<file path="config.mk">
export PLATFORM = sky130hd
export DESIGN_NAME = nmea_sentence_checker_top
export DESIGN_NICKNAME = d
export VERILOG_FILES = /design/src/sv/nsc_pkg.sv /design/src/sv/nmea_sentence_checker_top.sv
export SDC_FILE = /design/constraint.sdc
export NUM_CORES = 1
export LEC_CHECK = 0
export CORE_ASPECT_RATIO = 1.25
export CORE_MARGIN = 2
export CORE_UTILIZATION = 63
export DETAILED_ROUTE_END_ITERATION = 16
export DONT_BUFFER_PORTS = 1
export PLACE_DENSITY = 0.79
export SLEW_MARGIN = 10
export SYNTH_ARGS = -nofsm -noshare
export SYNTH_HDL_FRONTEND = slang
export SYNTH_SLANG_ARGS = --single-unit
</file>
<file path="constraint.sdc">
create_clock -name i_clk -period 2.7 [get_ports i_clk]
set_input_delay 0.405 -clock i_clk [delete_from_list [all_inputs] [get_ports i_clk]]
set_output_delay 0.405 -clock i_clk [all_outputs]
set_load 0.005 [all_outputs]
</file>
<file path="src/sv/nsc_pkg.sv">
// Package for the sentence checker: character codes, field_limit width,
// reset value and bounds, field width and the hex decoder. No dependencies.
`default_nettype none

package nsc_pkg;

    localparam logic [7:0] CHAR_CR    = 8'h0D;
    localparam logic [7:0] CHAR_LF    = 8'h0A;
    localparam logic [7:0] CHAR_STAR  = 8'h2A;
    localparam logic [7:0] CHAR_COMMA = 8'h2C;
    localparam logic [7:0] CHAR_ZERO  = 8'h30;
    localparam logic [7:0] CHAR_UC_A  = 8'h41;
    localparam logic [7:0] CHAR_LC_A  = 8'h61;
    localparam logic [7:0] HEX_TEN    = 8'd10;

    localparam int unsigned LIMIT_W     = 7;
    localparam int unsigned FIELD_W     = 6;
    localparam logic [LIMIT_W-1:0] LIMIT_RESET = 7'd20;
    localparam logic [LIMIT_W-1:0] LIMIT_MIN   = 7'd1;
    localparam logic [LIMIT_W-1:0] LIMIT_MAX   = 7'd64;

    // Decoded hex digit: valid flag plus nibble value.
    typedef struct packed {
        logic       valid;
        logic [3:0] value;
    } t_hex;

    function automatic t_hex hex_decode(input logic [7:0] ch);
        t_hex       res;
        logic [7:0] diff;
        res  = '{valid: 1'b0, value: 4'd0};
        diff = 8'd0;
        if (ch inside {[8'h30:8'h39]}) begin
            diff      = ch - CHAR_ZERO;
            res.valid = 1'b1;
            res.value = diff[3:0];
        end else if (ch inside {[8'h41:8'h46]}) begin
            diff      = ch - CHAR_UC_A + HEX_TEN;
            res.valid = 1'b1;
            res.value = diff[3:0];
        end else if (ch inside {[8'h61:8'h66]}) begin
            diff      = ch - CHAR_LC_A + HEX_TEN;
            res.valid = 1'b1;
            res.value = diff[3:0];
        end
        return res;
    endfunction

endpackage

`default_nettype wire

</file>
<file path="src/sv/nmea_sentence_checker_top.sv">
// Top level of the sentence checker: input register, per-byte sentence
// state machine and result register. Depends on nsc_pkg.
`default_nettype none

// Channel   | Handshake                 | Payload
// ----------+---------------------------+--------------------------------------
// rx in     | i_rx_valid / o_rx_ready   | i_rx_byte
// result out| o_res_valid / i_res_ready | o_echo_byte, o_field_number,
//           |                           | o_is_separator, o_is_payload,
//           |                           | o_sentence_done, o_checksum_ok
// config    | i_cfg_we (no wait)        | i_cfg_wdata (field_limit)
//
// Each accepted byte is held in the input register and is then processed
// into the result register once that register is empty or draining; the
// result stays valid there until it is taken. One byte per cycle is
// sustained while the result side keeps taking; the only loop is the
// sentence state (phase, running XOR, field index), updated per byte.
// Reset is synchronous and active low; it clears the handshake flags, the
// sentence state and sets field_limit to 20.
// A stalled output holds its result; the input register takes one more
// transaction while the result waits, then stalls until the result drains.

module nmea_sentence_checker_top (
    input  wire logic       i_clk,
    input  wire logic       i_rst_n,
    input  wire logic       i_rx_valid,
    output logic            o_rx_ready,
    input  wire logic [7:0] i_rx_byte,
    output logic            o_res_valid,
    input  wire logic       i_res_ready,
    output logic [7:0]      o_echo_byte,
    output logic [5:0]      o_field_number,
    output logic            o_is_separator,
    output logic            o_is_payload,
    output logic            o_sentence_done,
    output logic            o_checksum_ok,
    input  wire logic       i_cfg_we,
    input  wire logic [6:0] i_cfg_wdata
);

    typedef enum logic [2:0] {
        PH_START,
        PH_PAYLOAD,
        PH_HEX1,
        PH_HEX2_OK,
        PH_HEX2_BAD,
        PH_DONE
    } t_phase;

    // Configuration register.
    logic [nsc_pkg::LIMIT_W-1:0] r_field_limit;

    // Input register.
    logic       r_in_valid;
    logic [7:0] r_in_byte;

    // Sentence state.
    t_phase                      r_phase;
    logic [7:0]                  r_xor;
    logic [3:0]                  r_high_nibble;
    logic                        r_match;
    logic [nsc_pkg::FIELD_W-1:0] r_field;

    // Result register.
    logic                        r_out_valid;
    logic [7:0]                  r_echo;
    logic [nsc_pkg::FIELD_W-1:0] r_fnum;
    logic                        r_sep;
    logic                        r_pay;
    logic                        r_done;
    logic                        r_ok;

    // Next values.
    t_phase                      n_phase;
    logic [7:0]                  n_xor;
    logic [3:0]                  n_high_nibble;
    logic                        n_match;
    logic [nsc_pkg::FIELD_W-1:0] n_field;
    logic [nsc_pkg::FIELD_W-1:0] n_fnum;
    logic                        n_sep;
    logic                        n_pay;
    logic                        n_done;
    logic                        n_ok;

    logic                        advance;
    logic [nsc_pkg::LIMIT_W-1:0] lim;
    logic [nsc_pkg::LIMIT_W-1:0] field_inc;
    nsc_pkg::t_hex               hex;
    logic                        line_end;

    // The processing step moves the byte from the input register into the
    // result register whenever the result register is empty or draining.
    assign advance    = r_in_valid && (!r_out_valid || i_res_ready);
    assign o_rx_ready = !r_in_valid || advance;

    // Limits outside 1..64 are clamped to the nearest end.
    always_comb begin
        if (r_field_limit < nsc_pkg::LIMIT_MIN) begin
            lim = nsc_pkg::LIMIT_MIN;
        end else if (r_field_limit > nsc_pkg::LIMIT_MAX) begin
            lim = nsc_pkg::LIMIT_MAX;
        end else begin
            lim = r_field_limit;
        end
    end

    assign field_inc = {1'b0, r_field} + 7'd1;
    assign hex       = nsc_pkg::hex_decode(r_in_byte);
    assign line_end  = (r_in_byte == nsc_pkg::CHAR_CR) || (r_in_byte == nsc_pkg::CHAR_LF);

    always_comb begin
        n_phase       = r_phase;
        n_xor         = r_xor;
        n_high_nibble = r_high_nibble;
        n_match       = r_match;
        n_field       = r_field;
        n_fnum        = r_field;
        n_sep         = 1'b0;
        n_pay         = 1'b0;
        n_done        = 1'b0;
        n_ok          = 1'b0;
        if (line_end) begin
            // A line end right after another one is an empty line: no done.
            if (r_phase != PH_START) begin
                n_done = 1'b1;
                n_ok   = (r_phase == PH_DONE) && r_match;
            end
            n_phase       = PH_START;
            n_xor         = 8'd0;
            n_high_nibble = 4'd0;
            n_match       = 1'b0;
            n_field       = '0;
        end else begin
            case (r_phase)
                PH_START: begin
                    n_phase = PH_PAYLOAD;
                    n_fnum  = '0;
                end
                PH_PAYLOAD: begin
                    if (r_in_byte == nsc_pkg::CHAR_STAR) begin
                        n_phase = PH_HEX1;
                    end else begin
                        n_pay = 1'b1;
                        n_xor = r_xor ^ r_in_byte;
                        if ((r_in_byte == nsc_pkg::CHAR_COMMA) && (field_inc < lim)) begin
                            n_field = field_inc[nsc_pkg::FIELD_W-1:0];
                            n_fnum  = field_inc[nsc_pkg::FIELD_W-1:0];
                            n_sep   = 1'b1;
                        end
                    end
                end
                PH_HEX1: begin
                    if (hex.valid) begin
                        n_high_nibble = hex.value;
                        n_phase       = PH_HEX2_OK;
                    end else begin
                        n_phase = PH_HEX2_BAD;
                    end
                end
                PH_HEX2_OK: begin
                    n_match = hex.valid && ({r_high_nibble, hex.value} == r_xor);
                    n_phase = PH_DONE;
                end
                PH_HEX2_BAD: begin
                    n_match = 1'b0;
                    n_phase = PH_DONE;
                end
                default: begin
                    n_phase = PH_DONE;
                end
            endcase
        end
    end

    always_ff @(posedge i_clk) begin
        if (!i_rst_n) begin
            r_field_limit <= nsc_pkg::LIMIT_RESET;
            r_in_valid    <= 1'b0;
            r_out_valid   <= 1'b0;
            r_phase       <= PH_START;
            r_xor         <= 8'd0;
            r_high_nibble <= 4'd0;
            r_match       <= 1'b0;
            r_field       <= '0;
        end else begin
            if (i_cfg_we) begin
                r_field_limit <= i_cfg_wdata;
            end
            if (o_rx_ready) begin
                r_in_valid <= i_rx_valid;
            end
            if (advance) begin
                r_out_valid   <= 1'b1;
                r_phase       <= n_phase;
                r_xor         <= n_xor;
                r_high_nibble <= n_high_nibble;
                r_match       <= n_match;
                r_field       <= n_field;
            end else if (i_res_ready) begin
                r_out_valid <= 1'b0;
            end
        end
    end

    // Payload registers carry no reset.
    always_ff @(posedge i_clk) begin
        if (o_rx_ready && i_rx_valid) begin
            r_in_byte <= i_rx_byte;
        end
        if (advance) begin
            r_echo <= r_in_byte;
            r_fnum <= n_fnum;
            r_sep  <= n_sep;
            r_pay  <= n_pay;
            r_done <= n_done;
            r_ok   <= n_ok;
        end
    end

    assign o_res_valid     = r_out_valid;
    assign o_echo_byte     = r_echo;
    assign o_field_number  = r_fnum;
    assign o_is_separator  = r_sep;
    assign o_is_payload    = r_pay;
    assign o_sentence_done = r_done;
    assign o_checksum_ok   = r_ok;

endmodule

`default_nettype wire

</file>
==> metrics, run 1 <==
Hold Buf Count CTS 0; die span in x 66.39 um; Synth Area in Simple Gates 0.2171; Internal Power 1.419 mW; Warnings, synthesis 0; WL/cell 18.01 um; compound-cell area share of the yosys netlist 0.1624; reg2reg start r_field[0]; final wirelength 7149 um; number of routed nets with antenna violations 0; Ant. Diodes 0; critical path, cell by cell buf_4, and3_1, nand3_1, xnor2_2, ha_1, o21ai_0, o21ai_0, nor2_2, a221o_1; post-synth top area cell edfxtp_1; Inserted Clock Buffers 9; Core Box Area 4695 um^2; fin crit share 1.000; 1st-pass router iterations 5; Vias 2554; CP arrival 2.79 ns; initial antenna violation count 0; Syn Area/Cell 9.610 um^2; Row Count 28; IO Count 40; ratio of cells with drive above 1 in the final layout 0.1513; largest family of logic cells by synthesized area simple AND/OR/NAND/NOR gates; power consumption 1.907 mW; Pins Over Slew Limit 0; largest net degree at the start of global routing 17; number of buffers added on ports 0; CP dominant cell by count o21ai_0; critical path required time 2.79 ns; sequential share of power 0.506; Area growth syn-to-layout 11.88%; clock network fraction of total power 0.411; Fillers 354; # H-tree levels 3; die area 5443 um^2; Pleak 1.243 nW; final hold violations 0; Setup WS post-layout -0.0007705 ns; Crit. End Element register; first-pass GRT wire length 11100 um; Clock Latency Late Sink 0.35 ns; synth unique cells 54; vias in the first global route 2371; total grt overflow 0; Setup CP Type register to register; maximum fanout along the worst path 9; multiplexer share of the synthesized area 0.03306; switching part of the total 0.2557; pwr/cell area 556.1 nW/um^2; capture point of the worst reg-to-reg path o_field_number[3]; DRC 0; routability congestion estimate 0.9551; skew final 0.005477 ns; Final nets 364; GRT Overall Usage 0.2803; initial core utilization 0.6530; Post-Synth Adder-Cell Area 0.04898; Chip Height 81.99 um; CP endpoint o_field_number[3]; CTS root buffer clkbuf_8; Gate power share 0.082; main flop type after synthesis dfxtp_1; number of synthesized register bits 57; hold crit path type input port to register; clock period minus worst slack 2.701 ns; sequential cell area fraction in the yosys report 0.4571; syn_nets 351; R2R setup slack -0.0008 ns; Mapped Cells 319; worst setup path startpoint r_field[0]; Max-Cap Viols 0; failing checks setup timing; number of synthesized flops with an enable pin 26; Worst path slowest cell o21ai_0; post-synthesis share of cell area spent on xor and xnor gates 0.04857; status complete, but fails checks; R2R cell count 9; CTS tree built; NetSw 0.4877 mW; mapped cell area 3065 um^2; DR iter-0 viols 184; DP HPWL 5116 um; worst vdd ir 484.1 uV; Synth area leaders edfxtp_1, dfxtp_1, ha_1, nand2_1, nor2_1; deepest clock path buffer count 2; Rel. slew slack 0.5784; async set-or-reset flop fraction in the synthesized netlist 0; CP Launch Type register; total clock sinks 57; worst slew pin tran 0.6286 ns; setup_tns -0.0007705 ns; post-synth top area share 0.2547; Final Setup Violations 1; max frequency 0.3703 GHz; Worst-path clk slew 0.07 ns; Via-to-Cell Ratio 6.433; slowest stage delay, CP 0.50 ns
[power by group through the flow]
stage	sequential (mW)	combinational [mW]	clock (mW)
2_1_floorplan	0.973	0.117	0
3_3_place_gp	0.983	0.149	0
3_5_place_dp	0.984	0.152	0
4_1_cts	0.966	0.153	0.794
5_1_grt	0.970	0.172	0.835
6_report	0.966	0.157	0.784
[critical path: cells and delay by family (launching register included)]
family	cells	cell delay (ns)
AND/OR/NAND/NOR	3	0.42
adder cells (fa/ha/maj)	1	0.32
flip-flops	1	0.37
XOR/XNOR	1	0.21
AO/OA/AOI/OAI	3	0.95
buffers and inverters	1	0.18
[logic make-up after synthesis]
logic type,count (synthesis)
adders and majority gates,12
AOI/OAI and AO/OA,68
DFF,57
xor gates and xnor gates,17
and+or+nand+nor,129
buffers and inverters,26
muxes,10
[routing by layer]
metal	vias up	part of all wire	wire, um	GRT usage
met3	27	0.053	378	0.08082
met2	103	0.53	3757	0.5010
li1	1212	-	-	-
met5	-	0	0	0
met4	0	0.039	280	0.1571
met1	1212	0.38	2732	0.2910
[synth_stat cells (3+ instances only)]
library cell / instances
nand2_1: 34
dfxtp_1: 31
nor2_1: 29
edfxtp_1: 26
nand3_1: 17
a21oi_1: 13
clkbuf_1: 12
ha_1: 12
inv_1: 12
o21ai_0: 10
xor2_1: 10
mux2i_1: 9
xnor2_1: 7
nand4_1: 6
a31oi_1: 5
and3_1: 5
nor3_1: 5
o211ai_1: 5
o22ai_1: 5
a211o_1: 4
nand2b_1: 4
nor2b_1: 4
o31ai_1: 4
a221o_1: 3
nand3b_1: 3
or3_1: 3
[layout by cell type (no fill, tap or decap), types with 3 or more instances in the layout]
master	instances
or3_1	3
and3_1	5
mux2i_1	9
a211o_1	4
nand3_1	17
o21ai_0	10
o31ai_2	3
nand3b_1	3
o211ai_1	5
nand2b_1	4
buf_4	16
nor2_1	27
xor2_1	10
inv_1	12
nand4_1	6
nor3_1	5
edfxtp_1	26
o22ai_1	5
a21oi_1	13
o31ai_1	3
nor2b_1	4
a31oi_1	5
a221o_1	3
xnor2_1	5
dfxtp_1	31
ha_1	11
nand2_1	34
clkbuf_8	9
[area by class of cell]
cell class | count | area, um^2 | area share
multi-input cells | 236 | 1593 | 0.4644
flip-flops and latches | 57 | 1401 | 0.4086
clock buffers | 9 | 123.9 | 0.03612
repair buffers | 16 | 120.1 | 0.03502
well taps | 60 | 75.07 | 0.02189
clock inverters | 7 | 71.32 | 0.02080
inverters | 12 | 45.04 | 0.01313
[flip-flops by register name, summed over array words and instances (netlist names), 3 cells and up]
signal	cells
o_echo_byte	8
o_field_number	6
r_field	6
r_field_limit	7
r_high_nibble	4
r_in_byte	8
r_phase	3
r_xor	8
[repair_timing]
action | CTS | global route
resized for setup | 1 | 6
setup buffers | 0 | 1
pin swaps | 0 | 2
endpoints found under the setup margin | 1 | 11
[worst min path at each step]
stage | startpoint | to | slack (ns) | depth (start not counted)
after floorplan | r_in_byte[5] | o_echo_byte[5] | 0.42 | 0
after global placement | r_match | r_match | 0.46 | 2
after detailed placement | r_match | r_match | 0.47 | 2
after CTS | i_rst_n | r_field_limit[2] | 0.11 | 1
after global routing | i_rst_n | r_field_limit[2] | 0.12 | 1
final | i_rst_n | r_field_limit[2] | 0.12 | 1
[through the flow]
step	setup WS [ns]	hold slack (ns)	area, um^2	cells	utilization
final	-0.0007705	0.1178	3430	397	0.7305
after global routing	-0.07855	0.1169	3430	397	0.7305
after CTS	0.05495	0.1103	3395	396	0.7231
after detailed placement	0.07471	0.4720	3198	380	0.6812
after global placement	0.1420	0.4633	3198	380	0.6812
after floorplan	0.3185	0.4206	3065	319	-
Power figures use the tool's default switching activity.
==> run 2: changes to the inputs <==
CORE_UTILIZATION = 65   (was 63)
PLACE_DENSITY = 0.81   (was 0.79)
clock period = 3.3 ns   (was 2.7 ns; I/O delays follow)
==> run 2 against run 1 <==
The flow now finishes without violations; flip-flop and latch count unchanged; fmax decreased by 11%; sequential share of layout area increased by 1.5 points; setup slack improved by 0.27 ns; design area decreased by 3.5%; clock skew increased by 0.013 ns; clock-buffer cell count increased by 4; largest power group unchanged.
==> metrics, run 2 (synthesis results as in run 1) <==
commonest non-fill, non-tap cell in the layout nand2_1; maximum fanout along the worst path 10; routability congestion estimate 0.9492; die span in x 65.43 um; largest net degree at the start of global routing 28; Worst-path clk slew 0.08 ns; deepest clock path buffer count 2; Pins Over Slew Limit 0; skew final 0.01852 ns; fin crit share 0.9172; initial core utilization 0.6874; worst slew pin tran 0.9968 ns; critical path required time 3.45 ns; area post-placement 3098 um^2; pwr/cell area 488.2 nW/um^2; Core Box Area 4459 um^2; die area 5285 um^2; max frequency 0.3304 GHz; critical path, cell by cell ha_1, nand3_1, xnor2_1, ha_1, a211oi_1, o21a_1, nand2_2, o41ai_1; post-cts resize count 0; total grt overflow 0; ratio of cells with drive above 1 in the final layout 0.08359; DR iter-0 viols 310; Max-Cap Viols 0; WL/cell 18.75 um; total clock sinks 57; CP dominant cell by count ha_1; DP HPWL 4968 um; final wirelength 7144 um; vias in the first global route 2293; RSZ-0062 raised after global routing false; DRC 0; Setup CP Type register to register; Clock Latency Late Sink 0.35 ns; Row Count 27; Rel. slew slack 0.3298; hold crit path type input port to register; initial antenna violation count 0; Final Instance Area 3311 um^2; Vias 2495; Via-to-Cell Ratio 6.549; worst vdd ir 492.5 uV; post-CTS setup buffers 0; Final nets 350; CP Launch Type register; Pleak 1.171 nW; most frequent cells in the layout nand2_1, dfxtp_1, nor2_1; Chip Height 80.78 um; number of routed nets with antenna violations 0; number of buffers added on ports 0; Hold Buf Count CTS 0; CTS root buffer clkbuf_8; Worst path slowest cell dfxtp_1; clock period minus worst slack 3.027 ns; Setup WS post-layout 0.2733 ns; slowest stage delay, CP 0.51 ns; Final Util 0.7424; Ant. Diodes 0; 1st-pass router iterations 5; Final Setup Violations 0; CP arrival 3.18 ns; Inserted Clock Buffers 9; setup_tns 0 ns; IO Count 40; Area growth syn-to-layout 8.000%; Place WS 0.3527 ns; Crit. End Element register; final hold violations 0; Buf/Inv on CP 0; first-pass GRT wire length 11050 um; Crit path max-delay family compound AO/OA/AOI/OAI gates; # H-tree levels 3; GRT Overall Usage 0.2851; CTS tree built; status complete, no violations
-- run 2: per-layer routing --
metal  GRT usage  wire, um  vias up
met5           0         0        -
met4      0.1271       202        0
met3     0.08587       417       20
met2      0.5020      3817      109
met1      0.3166      2706     1187
li1            -         -     1179
-- run 2: power breakdown --
part | internal [mW] | total [mW] | leakage, nW | switching, mW
Sequential | 0.766 | 0.798 | 0.499 | 0.0310
Clock | 0.444 | 0.709 | 0.105 | 0.265
Combinational | 0.0398 | 0.109 | 0.566 | 0.0697
-- run 2: worst paths after layout --
path,start,slack [ns],depth (start not counted),to
max reg2reg,r_field[0],0.27,8,o_field_number[2]
min reg2reg,r_match,0.47,2,r_match
min,i_rst_n,0.22,1,r_field_limit[2]
max,r_field[0],0.27,8,o_field_number[2]
-- run 2: final cells by class --
type	count	area (um^2)
Tap cell	58	72.57
Sequential cell	57	1401
Inverter	12	45.04
Clock inverter	3	63.81
Timing Repair Buffer	2	15.01
Multi-Input combinational cell	236	1564
Clock buffer	13	148.9
Fill cell	315	1149
-- run 2: per-stage QoR --
step | hold slack, ns | total power, mW | instances
4_1_cts | 0.2111 | 1.618 | 381
3_5_place_dp | 0.4579 | 0.9189 | 365
5_1_grt | 0.2069 | 1.670 | 381
3_3_place_gp | 0.4591 | 0.9156 | 365
2_1_floorplan | 0.4206 | 0.8925 | 319
6_report | 0.2201 | 1.616 | 381
